File: config.mk
export PLATFORM = sky130hd
export DESIGN_NAME = three_set_fuzzifier_flat
export DESIGN_NICKNAME = d
export VERILOG_FILES = /design/src/design/tsf_pkg.sv /design/src/design/tsf_if.sv /design/src/design/three_set_fuzzifier.sv /design/src/design/tsf_front.sv /design/src/design/tsf_queue.sv /design/src/design/tsf_back.sv /design/src/flat_wrapper.sv
export SDC_FILE = /design/constraint.sdc
export NUM_CORES = 2
export LEC_CHECK = 0
export ABC_CLOCK_PERIOD_IN_PS = 103800
export BUFFER_PORTS_ARGS = -buffer_cell sky130_fd_sc_hd__buf_2
export CORE_MARGIN = 1.5
export CORE_UTILIZATION = 45
export CTS_CLUSTER_SIZE = 30
export DETAILED_ROUTE_END_ITERATION = 8
export GPL_TIMING_DRIVEN = 0
export PLACE_DENSITY_LB_ADDON = 0.15
export RECOVER_POWER = 25
export SYNTH_ARGS = -nofsm -noshare
export SYNTH_HDL_FRONTEND = slang
export SYNTH_SLANG_ARGS = --single-unit
File: constraint.sdc
create_clock -name clk -period 103.8 [get_ports clk]
set_clock_uncertainty 0.1 [all_clocks]
set_input_delay 20.76 -clock clk [delete_from_list [all_inputs] [get_ports clk]]
set_output_delay 20.76 -clock clk [all_outputs]
set_load 0.005 [all_outputs]
File: src/design/tsf_pkg.sv
`timescale 1ns / 1ps
// Shared types and constants for the three-set fuzzifier.
// No dependencies; every other design file refers to this package by scope.
package tsf_pkg;

  localparam int WORD_W    = 32;
  localparam int GRADE_W   = 17;
  localparam int CFG_IDX_W = 2;

  // Configuration register indices
  localparam logic [CFG_IDX_W-1:0] REG_ANCHOR_LOW  = 2'd0;
  localparam logic [CFG_IDX_W-1:0] REG_ANCHOR_MID  = 2'd1;
  localparam logic [CFG_IDX_W-1:0] REG_ANCHOR_HIGH = 2'd2;

  localparam logic [WORD_W-1:0] ANCHOR_LOW_RST  = 32'd65536;
  localparam logic [WORD_W-1:0] ANCHOR_MID_RST  = 32'd131072;
  localparam logic [WORD_W-1:0] ANCHOR_HIGH_RST = 32'd196608;

  // Queue between classifier and divider back end
  localparam int QUEUE_DEPTH = 2;
  localparam int QPTR_W      = 1;
  localparam int QCNT_W      = 2;

  // What the back end has to build from the quotient
  typedef enum logic [1:0] {
    KIND_SIM_ONE  = 2'd0, // similar is 1.0, the rest 0
    KIND_VERY_ONE = 2'd1, // very is 1.0, the rest 0
    KIND_LOW_SEG  = 2'd2, // somewhat = q, similar = complement
    KIND_HIGH_SEG = 2'd3  // very = q, somewhat = complement
  } kind_t;

  typedef struct packed {
    logic              crisp;
    kind_t             kind;
    logic [WORD_W-1:0] num;
    logic [WORD_W-1:0] span;
  } job_t;

endpackage

File: src/design/tsf_if.sv
`timescale 1ns / 1ps
// Valid/ready channel interfaces: distance input, grade output, register writes.
// Depends on tsf_pkg for field widths.
interface tsf_in_if;
  logic                      valid;
  logic                      ready;
  logic [tsf_pkg::WORD_W-1:0] distance;
  modport source (output valid, output distance, input ready);
  modport sink   (input valid, input distance, output ready);
endinterface

interface tsf_out_if;
  logic                        valid;
  logic                        ready;
  logic [tsf_pkg::GRADE_W-1:0] grade_similar;
  logic [tsf_pkg::GRADE_W-1:0] grade_somewhat;
  logic [tsf_pkg::GRADE_W-1:0] grade_very;
  logic                        crisp_fallback;
  modport source (output valid, output grade_similar, output grade_somewhat,
                  output grade_very, output crisp_fallback, input ready);
  modport sink   (input valid, input grade_similar, input grade_somewhat,
                  input grade_very, input crisp_fallback, output ready);
endinterface

interface tsf_cfg_if;
  logic                          valid;
  logic                          ready;
  logic [tsf_pkg::CFG_IDX_W-1:0] index;
  logic [tsf_pkg::WORD_W-1:0]    data;
  modport source (output valid, output index, output data, input ready);
  modport sink   (input valid, input index, input data, output ready);
endinterface

File: src/design/three_set_fuzzifier.sv
`timescale 1ns / 1ps
// Three-set fuzzifier: a request passes the front register, the queue, one
// divider register stage per quotient bit and the output register before its
// result is valid. Throughput one request per cycle while the result side keeps
// taking results. Reset (synchronous, rst_n low) empties the pipe and queue and
// loads the anchors with 1.0, 2.0 and 3.0; no clearing pass is needed.
module three_set_fuzzifier #(
  parameter int FRAC_BITS = 16
) (
  input  logic       clk,
  input  logic       rst_n,
  tsf_in_if.sink     in_ch,
  tsf_out_if.source  out_ch,
  tsf_cfg_if.sink    cfg_ch
);

  logic          push, q_full, pop, head_vld;
  tsf_pkg::job_t push_job, head_job;

  tsf_front u_front (
    .clk      (clk),
    .rst_n    (rst_n),
    .in_ch    (in_ch),
    .cfg_ch   (cfg_ch),
    .q_full   (q_full),
    .push     (push),
    .push_job (push_job)
  );

  tsf_queue u_queue (
    .clk      (clk),
    .rst_n    (rst_n),
    .push     (push),
    .push_job (push_job),
    .full     (q_full),
    .pop      (pop),
    .head_vld (head_vld),
    .head_job (head_job)
  );

  tsf_back #(
    .FRAC_BITS (FRAC_BITS)
  ) u_back (
    .clk      (clk),
    .rst_n    (rst_n),
    .head_vld (head_vld),
    .head_job (head_job),
    .pop      (pop),
    .out_ch   (out_ch)
  );

endmodule

File: src/design/tsf_front.sv
`timescale 1ns / 1ps
// Front end: anchor registers, request intake and region classification.
// Depends on tsf_pkg and the channel interfaces in tsf_if.sv.
module tsf_front (
  input  logic              clk,
  input  logic              rst_n,
  tsf_in_if.sink            in_ch,
  tsf_cfg_if.sink           cfg_ch,
  input  logic              q_full,
  output logic              push,
  output tsf_pkg::job_t     push_job
);

  logic [tsf_pkg::WORD_W-1:0] lo_r, mid_r, hi_r;
  logic                       front_vld_r, front_vld_nxt;
  tsf_pkg::job_t              front_job_r, job_nxt;
  logic                       accept;
  logic [tsf_pkg::WORD_W-1:0] d;

  assign cfg_ch.ready = 1'b1;

  always_ff @(posedge clk) begin
    if (!rst_n) begin
      lo_r  <= tsf_pkg::ANCHOR_LOW_RST;
      mid_r <= tsf_pkg::ANCHOR_MID_RST;
      hi_r  <= tsf_pkg::ANCHOR_HIGH_RST;
    end else if (cfg_ch.valid) begin
      case (cfg_ch.index)
        tsf_pkg::REG_ANCHOR_LOW:  lo_r  <= cfg_ch.data;
        tsf_pkg::REG_ANCHOR_MID:  mid_r <= cfg_ch.data;
        tsf_pkg::REG_ANCHOR_HIGH: hi_r  <= cfg_ch.data;
        default: ;
      endcase
    end
  end

  assign push         = front_vld_r && !q_full;
  assign push_job     = front_job_r;
  assign in_ch.ready  = !front_vld_r || !q_full;
  assign accept       = in_ch.valid && in_ch.ready;
  assign d            = in_ch.distance;

  // Pick the segment; the back end only ever divides within one span
  always_comb begin
    job_nxt.crisp = (mid_r <= lo_r) || (hi_r <= mid_r);
    job_nxt.kind  = tsf_pkg::KIND_SIM_ONE;
    job_nxt.num   = '0;
    job_nxt.span  = 32'd1;
    if (job_nxt.crisp) begin
      job_nxt.kind = (d <= mid_r) ? tsf_pkg::KIND_SIM_ONE : tsf_pkg::KIND_VERY_ONE;
    end else if (d <= lo_r) begin
      job_nxt.kind = tsf_pkg::KIND_SIM_ONE;
    end else if (d < mid_r) begin
      job_nxt.kind = tsf_pkg::KIND_LOW_SEG;
      job_nxt.num  = d - lo_r;
      job_nxt.span = mid_r - lo_r;
    end else if (d < hi_r) begin
      job_nxt.kind = tsf_pkg::KIND_HIGH_SEG;
      job_nxt.num  = d - mid_r;
      job_nxt.span = hi_r - mid_r;
    end else begin
      job_nxt.kind = tsf_pkg::KIND_VERY_ONE;
    end
  end

  always_comb begin
    front_vld_nxt = front_vld_r;
    if (accept) begin
      front_vld_nxt = 1'b1;
    end else if (push) begin
      front_vld_nxt = 1'b0;
    end
  end

  always_ff @(posedge clk) begin
    if (!rst_n) begin
      front_vld_r <= 1'b0;
    end else begin
      front_vld_r <= front_vld_nxt;
    end
  end

  always_ff @(posedge clk) begin
    if (accept) begin
      front_job_r <= job_nxt;
    end
  end

endmodule

File: src/design/tsf_queue.sv
`timescale 1ns / 1ps
// Short request queue decoupling the classifier from the divider pipeline.
// Depends on tsf_pkg for the job type and depth constants.
module tsf_queue (
  input  logic          clk,
  input  logic          rst_n,
  input  logic          push,
  input  tsf_pkg::job_t push_job,
  output logic          full,
  input  logic          pop,
  output logic          head_vld,
  output tsf_pkg::job_t head_job
);

  tsf_pkg::job_t               mem_r [tsf_pkg::QUEUE_DEPTH];
  logic [tsf_pkg::QPTR_W-1:0]  wr_ptr_r, rd_ptr_r;
  logic [tsf_pkg::QCNT_W-1:0]  cnt_r, cnt_nxt;
  logic                        do_pop;

  assign full     = (cnt_r == tsf_pkg::QCNT_W'(tsf_pkg::QUEUE_DEPTH));
  assign head_vld = (cnt_r != '0);
  assign head_job = mem_r[rd_ptr_r];
  assign do_pop   = pop && head_vld;

  always_comb begin
    cnt_nxt = cnt_r;
    if (push && !do_pop) begin
      cnt_nxt = cnt_r + 1'b1;
    end else if (do_pop && !push) begin
      cnt_nxt = cnt_r - 1'b1;
    end
  end

  always_ff @(posedge clk) begin
    if (!rst_n) begin
      wr_ptr_r <= '0;
      rd_ptr_r <= '0;
      cnt_r    <= '0;
    end else begin
      cnt_r <= cnt_nxt;
      if (push) begin
        wr_ptr_r <= wr_ptr_r + 1'b1;
      end
      if (do_pop) begin
        rd_ptr_r <= rd_ptr_r + 1'b1;
      end
    end
  end

  always_ff @(posedge clk) begin
    if (push) begin
      mem_r[wr_ptr_r] <= push_job;
    end
  end

endmodule

File: src/design/tsf_back.sv
`timescale 1ns / 1ps
// Back end: pipelined restoring divider, one quotient bit per stage, then grade
// assembly into the output register. Depends on tsf_pkg and tsf_out_if.
module tsf_back #(
  parameter int FRAC_BITS = 16
) (
  input  logic          clk,
  input  logic          rst_n,
  input  logic          head_vld,
  input  tsf_pkg::job_t head_job,
  output logic          pop,
  tsf_out_if.source     out_ch
);

  localparam int GW = FRAC_BITS + 1;

  typedef struct packed {
    logic                       crisp;
    tsf_pkg::kind_t             kind;
    logic [tsf_pkg::WORD_W-1:0] span;
    logic [tsf_pkg::WORD_W-1:0] rem;
    logic [FRAC_BITS-1:0]       quo;
  } stg_t;

  stg_t stg_r   [FRAC_BITS];
  logic vld_r   [FRAC_BITS];
  logic en;

  // Whole pipe moves together whenever the output register can take a result
  assign en  = !out_ch.valid || out_ch.ready;
  assign pop = en && head_vld;

  for (genvar i = 0; i < FRAC_BITS; i++) begin : g_stage
    stg_t                        prev, stg_nxt;
    logic                        prev_v;
    logic [tsf_pkg::WORD_W:0]    rem2;
    logic                        ge;

    if (i == 0) begin : g_first
      always_comb begin
        prev_v     = head_vld;
        prev.crisp = head_job.crisp;
        prev.kind  = head_job.kind;
        prev.span  = head_job.span;
        prev.rem   = head_job.num;
        prev.quo   = '0;
      end
    end else begin : g_next
      assign prev_v = vld_r[i-1];
      assign prev   = stg_r[i-1];
    end

    // rem < span holds throughout, so the new remainder fits the word
    always_comb begin
      rem2          = {prev.rem, 1'b0};
      ge            = rem2 >= {1'b0, prev.span};
      stg_nxt       = prev;
      stg_nxt.rem   = ge ? tsf_pkg::WORD_W'(rem2 - {1'b0, prev.span})
                         : rem2[tsf_pkg::WORD_W-1:0];
      stg_nxt.quo   = {prev.quo[FRAC_BITS-2:0], ge};
    end

    always_ff @(posedge clk) begin
      if (!rst_n) begin
        vld_r[i] <= 1'b0;
      end else if (en) begin
        vld_r[i] <= prev_v;
      end
    end

    always_ff @(posedge clk) begin
      if (en) begin
        stg_r[i] <= stg_nxt;
      end
    end
  end

  stg_t          last;
  logic [GW-1:0] one, q_ext, comp;
  logic [GW-1:0] sim, some, very;
  logic          out_vld_r;
  logic [tsf_pkg::GRADE_W-1:0] sim_r, some_r, very_r;
  logic          crisp_r;

  assign last  = stg_r[FRAC_BITS-1];
  assign one   = GW'(1) << FRAC_BITS;
  assign q_ext = GW'(last.quo);
  // floor((span - n) * 2^F / span) = 2^F - q - (remainder != 0)
  assign comp  = one - q_ext - GW'(|last.rem);

  always_comb begin
    sim  = '0;
    some = '0;
    very = '0;
    case (last.kind)
      tsf_pkg::KIND_SIM_ONE:  sim = one;
      tsf_pkg::KIND_VERY_ONE: very = one;
      tsf_pkg::KIND_LOW_SEG: begin
        some = q_ext;
        sim  = comp;
      end
      tsf_pkg::KIND_HIGH_SEG: begin
        very = q_ext;
        some = comp;
      end
      default: ;
    endcase
  end

  always_ff @(posedge clk) begin
    if (!rst_n) begin
      out_vld_r <= 1'b0;
    end else if (en) begin
      out_vld_r <= vld_r[FRAC_BITS-1];
    end
  end

  always_ff @(posedge clk) begin
    if (en) begin
      sim_r   <= tsf_pkg::GRADE_W'(sim);
      some_r  <= tsf_pkg::GRADE_W'(some);
      very_r  <= tsf_pkg::GRADE_W'(very);
      crisp_r <= last.crisp;
    end
  end

  assign out_ch.valid          = out_vld_r;
  assign out_ch.grade_similar  = sim_r;
  assign out_ch.grade_somewhat = some_r;
  assign out_ch.grade_very     = very_r;
  assign out_ch.crisp_fallback = crisp_r;

endmodule

File: src/flat_wrapper.sv
// flat-port wrapper written by rule: the top's interface ports become plain ports
module three_set_fuzzifier_flat 
#(
  parameter int FRAC_BITS = 16
)
  (clk, rst_n, in_ch_valid, in_ch_distance, in_ch_ready, out_ch_valid, out_ch_grade_similar, out_ch_grade_somewhat, out_ch_grade_very, out_ch_crisp_fallback, out_ch_ready, cfg_ch_valid, cfg_ch_index, cfg_ch_data, cfg_ch_ready);
  tsf_in_if in_ch_i ();
  tsf_out_if out_ch_i ();
  tsf_cfg_if cfg_ch_i ();
  input  logic clk;
  input  logic rst_n;
  input wire logic [$bits(in_ch_i.valid)-1:0] in_ch_valid;
  input wire logic [$bits(in_ch_i.distance)-1:0] in_ch_distance;
  output wire logic [$bits(in_ch_i.ready)-1:0] in_ch_ready;
  output wire logic [$bits(out_ch_i.valid)-1:0] out_ch_valid;
  output wire logic [$bits(out_ch_i.grade_similar)-1:0] out_ch_grade_similar;
  output wire logic [$bits(out_ch_i.grade_somewhat)-1:0] out_ch_grade_somewhat;
  output wire logic [$bits(out_ch_i.grade_very)-1:0] out_ch_grade_very;
  output wire logic [$bits(out_ch_i.crisp_fallback)-1:0] out_ch_crisp_fallback;
  input wire logic [$bits(out_ch_i.ready)-1:0] out_ch_ready;
  input wire logic [$bits(cfg_ch_i.valid)-1:0] cfg_ch_valid;
  input wire logic [$bits(cfg_ch_i.index)-1:0] cfg_ch_index;
  input wire logic [$bits(cfg_ch_i.data)-1:0] cfg_ch_data;
  output wire logic [$bits(cfg_ch_i.ready)-1:0] cfg_ch_ready;
  assign in_ch_i.valid = in_ch_valid;
  assign in_ch_i.distance = in_ch_distance;
  assign in_ch_ready = in_ch_i.ready;
  assign out_ch_valid = out_ch_i.valid;
  assign out_ch_grade_similar = out_ch_i.grade_similar;
  assign out_ch_grade_somewhat = out_ch_i.grade_somewhat;
  assign out_ch_grade_very = out_ch_i.grade_very;
  assign out_ch_crisp_fallback = out_ch_i.crisp_fallback;
  assign out_ch_i.ready = out_ch_ready;
  assign cfg_ch_i.valid = cfg_ch_valid;
  assign cfg_ch_i.index = cfg_ch_index;
  assign cfg_ch_i.data = cfg_ch_data;
  assign cfg_ch_ready = cfg_ch_i.ready;
  three_set_fuzzifier #(.FRAC_BITS(FRAC_BITS)) u_core (.clk(clk), .rst_n(rst_n), .in_ch(in_ch_i), .out_ch(out_ch_i), .cfg_ch(cfg_ch_i));
endmodule
# Word-level counts from Yosys, hierarchy flattened

Memory sizes are Yosys's and may differ from the RTL's. A register that Yosys moved wholly into a read port is not among the register bits.
Cells that the tools add are included.

Register bits after elaboration: 220
Bits in writable memories: 1,478
Bits of input ports: 71
Output and inout bits: 55
Logic and storage cells: 167
Memories: 3

Add/sub/neg operators: 26
Magnitude comparators: 22
Eq/ne operators: 6
Mux-type cells: 54
Bitwise gates (word level): 16
Reduce and logical (&&, ||, !) cells: 25

Memory list:

| name                 | words | width | read ports | clocked after Yosys merged registers in | write ports | RTL line        | source |
|---|---|---|---|---|---|---|---|
| u_core.u_back.stg_r  | 16    | 83    | 16         | 0                                       | 16          | tsf_back.sv:25  | `stg_t stg_r [FRAC_BITS];` |
| u_core.u_queue.mem_r | 2     | 67    | 1          | 1                                       | 1           | tsf_queue.sv:15 | `tsf_pkg::job_t mem_r [tsf_pkg::QUEUE_DEPTH];` |
| u_core.u_back.vld_r  | 16    | 1     | 16         | 1                                       | 16          | tsf_back.sv:26  | `logic vld_r [FRAC_BITS];` |

Operators by type and width:

| operator                                            | count |
|---|---|
| subtractor 32 bit                                   | 20 |
| greater-or-equal comparator 33 x 32 -> 1 bit        | 16 |
| two-way mux 32 bit                                  | 16 |
| less-or-equal comparator 32 bit                     | 4 |
| case mux 17 bit (2 select lines)                    | 3 |
| two-way mux 66 bit                                  | 1 |
| < comparator 32 bit                                 | 2 |
| two-way mux 64 bit                                  | 1 |
| OR reduction 32 bit                                 | 1 |
| two-way mux 1 bit                                   | 28 |
| subtractor 17 x 1 -> 17 bit                         | 1 |
| subtractor 17 x 16 -> 17 bit, first input constant  | 1 |
| OR 1 bit                                            | 16 |
| two-way mux 2 bit                                   | 5 |
| equality test 2 bit, second input constant          | 4 |
| logical AND 1 bit                                   | 6 |
| logical NOT 1 bit                                   | 6 |
| AND reduction 2 bit                                 | 3 |
| nonzero test 2 bit                                  | 3 |
| equality test 2 x 1 -> 1 bit, second input constant | 2 |
| logical NOT 2 bit                                   | 2 |
| logical OR 1 bit                                    | 3 |
| adder 1 bit, second input constant                  | 2 |
| adder 2 x 1 -> 2 bit, second input constant         | 1 |
| 2 further kinds                                     | 2 |

# Logic depth before layout (Yosys ltp)

Depth after elaboration: 7
Gate-level depth with buffers: 17
Gate-level depth less buffers: 17

# Modules after synthesis

Synthesis repeated with hierarchy kept, for this count alone.

Cells, all modules: 8,404
Area total of the unflattened synthesis: 90,371.7 µm²

Modules (own cells, without submodules):

| module    | instances | cells each | area an instance (µm²) | seq. area each (µm²) |
|---|---|---|---|---|
| tsf_back  | 1         | 6,389      | 71,093.2               | 37,365.8 |
| tsf_front | 1         | 1,785      | 14,223.6               | 3,953.8 |
| tsf_queue | 1         | 230        | 5,054.8                | 4,124.0 |

# Worst setup path after synthesis

No wires, ideal clock.

Kind: input port to flip-flop
Start point: in out_ch_ready
End point: mem u_core.u_back.vld_r[1] (data pin)
Data arrival time: 56.491 ns
Setup slack: 46.883 ns
Cell stages on the path: 4
Buffers on the path: 1
Cells stage by stage: nor2b_1 -> inv_1 -> clkbuf_1 -> and3_1

RTL lines:

| what            | RTL line           | source |
|---|---|---|
| start, declared | flat_wrapper.sv:20 | `input wire logic [$bits(out_ch_i.ready)-1:0] out_ch_ready;` |
| end, declared   | tsf_back.sv:26     |  |

# Worst setup path after layout

Start point: in in_ch_distance[0]
End point: reg u_core.u_front.front_job_r, in the netlist u_core.u_front.push_job[23] (data pin)

Longest elaborated chain between the ends: 3
Elaborated cells on any way between the ends: 6

RTL lines:

| what                 | RTL line           | source |
|---|---|---|
| start, declared      | flat_wrapper.sv:13 | `input wire logic [$bits(in_ch_i.distance)-1:0] in_ch_distance;` |
| < comparator 32 bit  | tsf_front.sv:57    | `end else if (d < hi_r) begin` |
| two-way mux 64 bit   | tsf_front.sv:57    |  |
| two-way mux 66 bit   | tsf_front.sv:53    | `end else if (d < mid_r) begin` |
| end signal, assigned | tsf_front.sv:85    | `front_job_r <= job_nxt;` |
| end, declared        | tsf_front.sv:16    | `tsf_pkg::job_t front_job_r, job_nxt;` |

Several ways; a longest one is shown, not always the timed one.
A chain may end at the register's enable or synchronous reset.

==> flow_metrics.py <==
metrics = {
    "logic_synthesis": {
        "ys_types": 88,
        "syn_inst": 8283,
        "synthFlopType": "edfxtp_1",
        "avgSynthCellArea_sq_um": 10.9,
        "yosys_warnings": 0,
        "post-synth-top-area-cell": "edfxtp_1",
        "yosysSeqAreaShare_pct": 50.5,
        "ys_ff_latch": 1548,
        "synth_top_area_share_pct": 48.2,
        "synth_fp_nets": 9064,
        "async_flop_share_pct": 0,
        "synth-edff-count": 1444,
        "yosys-top-cells-count": "1,444 x edfxtp_1, 803 x inv_1, 710 x a21oi_1",
        "synth_area_leaders": "edfxtp_1 48%, ha_1 9.6%, a21oi_1 3.9%",
        "yosysMostFrequentCell": "edfxtp_1",
        "netlist_area_sq_um": 90000,
    },
    "setup_path": {
        "crit_chain": "buf_2 > inv_1 > ha_1 > inv_1 > fa_1 > a211oi_1 > o21ai_0 > and4_1 > a211o_1 > a31oi_1 > o21bai_1 > a221o_1 > and2_1 > clkbuf_1 > clkbuf_1 > a22oi_1 > nor2_1",
        "crit_family": "compound AO/OA/AOI/OAI gates",
        "worst-path-buf-inv": 5,
        "crit_path_start_kind": "primary input",
        "crit_slowest_cell": "clkbuf_1",
        "path_max_fanout": 10,
        "critPathRequiredTime_ps": 104290,
        "cp_slowest_stage_delay_ps": 540,
        "worstSetupEndpointType": "register",
        "path_class": "primary input to register",
        "worstPathArrival_ps": 25690,
    },
    "pwr": {
        "power.leakage_nw": 41.2,
        "p_int_mw": 2.23,
        "swShare_pct": 41.1,
        "irDropWorstVdd_mv": 0.0186,
        "power_frac_seq_pct": 31.2,
        "p_total_mw": 3.78,
        "p_per_area_nw_per_um2": 37.6,
        "pwr-share-comb_pct": 52.2,
        "clkPwrFrac_pct": 16.5,
        "p_switching_mw": 1.55,
    },
    "cts": {
        "root_buffer": "clkbuf_16",
        "cts_buffers": 176,
        "cts-resized-gates": 0,
        "insertion_delay_ps": 860,
        "cts.sinks": 1548,
        "holdBufCountCts": 0,
        "path_clk_slew_ps": 60,
        "clock_tree.buffer_depth": 3,
        "postCtsSetupBuffers": 0,
        "cts_tree": "yes",
        "htreeDepth": 4,
    },
    "drt": {
        "viasPerCell": 5.59,
        "routed_wirelength_mm": 241,
        "dr.first_iter.drc_count": 4835,
        "first_pass_iters": 7,
        "via_count": 63700,
        "drc": 0,
        "wire_per_inst_um": 21.1,
        "drtAntennaViolNets": 0,
    },
    "grt": {
        "grt_pass1_wl_mm": 363,
        "grt_max_degree": 71,
        "antenna_found_initial": 8,
        "grt_use_total_pct": 23.2,
        "overflow": 0,
        "grt_pass1_vias": 61700,
    },
    "die": {
        "die_y_um": 450,
        "die-area_sq_um": 203000,
        "coreArea_sq_um": 198000,
        "die_w_um": 450,
        "num_rows": 163,
        "start_util_pct": 45.4,
        "ios": 126,
    },
    "timing": {
        "hold_viol": 0,
        "fin_crit_sh_pct": 24.3,
        "setup_viol": 0,
        "rsz0062_at_grt": "false",
        "fmax_ghz": 0.0397,
        "tightest_slew_ps": 1230,
        "drv_slew": 0,
        "period_needed_ps": 25200,
        "setup_tns_ps": 0,
        "maxSlewHeadroom_pct": 17.1,
    },
    "min_path": {
        "hold_class": "register to register",
    },
    "place": {
        "io_buffers": 124,
        "place.detailed.hpwl_mm": 189,
        "routabilityCongestion": 0.945,
    },
    "job": {
        "drv_cap": 0,
    },
    "run_status": {
        "status": "finished, final reports clean",
    },
    "finish": {
        "drive_above_1_share_pct": 9.30,
        "fin_nets": 9391,
        "area_growth_pct": 11.6,
    },
}
==> final timing paths <==
check                                                 start                          end  slack, ps  cells past startpoint
worst max register to register                     register   u_core.u_back.stg_r[0][37]      96090                     16
worst min register to register  u_core.u_back.stg_r[1][415]  u_core.u_back.stg_r[1][499]        310                      0
worst max-delay path                      in_ch_distance[0]  u_core.u_front.push_job[23]      78600                     17
worst min-delay path            u_core.u_back.stg_r[1][415]  u_core.u_back.stg_r[1][499]        310                      0
==> worst register-to-register path: stages, from the launching register on <==
cell and delay [ps]:
dfxtp_1 590, buf_1 640, clkbuf_1 610, clkbuf_1 920, mux2i_1 360, ha_1 450
nand2_1 180, or3_1 380, nor2b_1 160, a2111oi_0 80, a21oi_1 510, a21oi_1 250
o211a_1 420, inv_1 160, clkbuf_1 610, buf_1 670, a21oi_1 280
==> layer usage <==
| metal | part of all wire (%) | track usage [%] | up-vias |
|---|---|---|---|
| li1 | - | - | 31000 |
| met1 | 45 | 31.1 | 30800 |
| met2 | 47 | 38.5 | 1568 |
| met3 | 4.5 | 2.82 | 358 |
| met4 | 3.4 | 8.33 | 4 |
| met5 | 0.011 | 0 | - |
==> logic make-up (layout without fill, tap and decap cells) <==
| kind of cell | Yosys count | after routing | synth area share (%) |
|---|---|---|---|
| xor+xnor | 542 | 542 | 5.28 |
| simple gates | 1902 | 1902 | 9.95 |
| flops | 1548 | 1548 | 50.5 |
| compound gates | 2175 | 2175 | 15.2 |
| fa+ha+maj | 710 | 710 | 10.0 |
| buf+inv | 1027 | 1498 | 4.34 |
| mux | 378 | 378 | 4.64 |
| other cells | 1 | 3 | 0.00417 |
==> power groups by stage <==
stage	registers (mW)	logic (mW)	clock network, mW
4_1_cts	1.19	1.96	0.641
6_report	1.18	1.97	0.624
5_1_grt	1.20	2.17	0.665
3_5_place_dp	1.20	1.94	0
3_3_place_gp	1.20	1.92	0
2_1_floorplan	1.11	1.46	0
==> flip-flops by register name (all words and copies together), names as in the netlist, named ones only <==
| signal | cells |
|---|---|
| u_core.u_back.stg_r | 1176 |
| u_core.u_queue.mem_r | 134 |
| u_core.u_front.push_job | 67 |
| u_core.u_front.hi_r | 32 |
| u_core.u_front.lo_r | 32 |
| u_core.u_front.mid_r | 32 |
| u_core.u_back.out_ch.grade_similar | 17 |
| u_core.u_back.out_ch.grade_somewhat | 17 |
| u_core.u_back.out_ch.grade_very | 17 |
| u_core.u_back.vld_r | 16 |
| u_core.u_queue.cnt_r | 2 |
| u_core.u_back.out_ch.crisp_fallback | 1 |
| u_core.u_back.out_ch.valid | 1 |
| u_core.u_front.front_vld_r | 1 |
| u_core.u_queue.rd_ptr_r | 1 |
| u_core.u_queue.wr_ptr_r | 1 |
==> per-stage QoR <==
| stage | utilization (%) | instances | area (sq um) | worst slack, ps | hold slack [ps] |
|---|---|---|---|---|---|
| 3_3_place_gp | 47.4 | 11000 | 93900 | 34600 | 301 |
| 3_5_place_dp | 47.7 | 11100 | 94600 | 77840 | 305 |
| 5_1_grt | 50.7 | 11400 | 100000 | 78520 | 320 |
| 6_report | 50.7 | 11400 | 100000 | 78600 | 314 |
| 4_1_cts | 50.7 | 11400 | 100000 | 78760 | 317 |
| 2_1_floorplan | - | 8283 | 90000 | 46880 | 300 |
==> area by class of cell <==
cell class / instances / area [sq um]
Buffer: 224 / 895
Timing Repair Buffer: 149 / 1260
Sequential cell: 1548 / 45400
Tap cell: 2640 / 3300
Fill cell: 17800 / 97600
Multi-Input combinational cell: 5708 / 40600
Clock buffer: 202 / 4500
Antenna cell: 2 / 5.00
Clock inverter: 120 / 1360
Inverter: 803 / 3010
==> layout by cell type, fill, tap and decap left out, types with 176 or more instances in the layout <==
master     instances
nor2_1           430
o21ai_0          463
ha_1             690
a21o_1           295
clkbuf_16        176
edfxtp_1        1444
xnor2_1          328
mux2_2           314
nand2_1          693
clkbuf_1         213
xor2_1           214
inv_1            803
a21oi_1          710
Power figures use the tool's default switching activity.
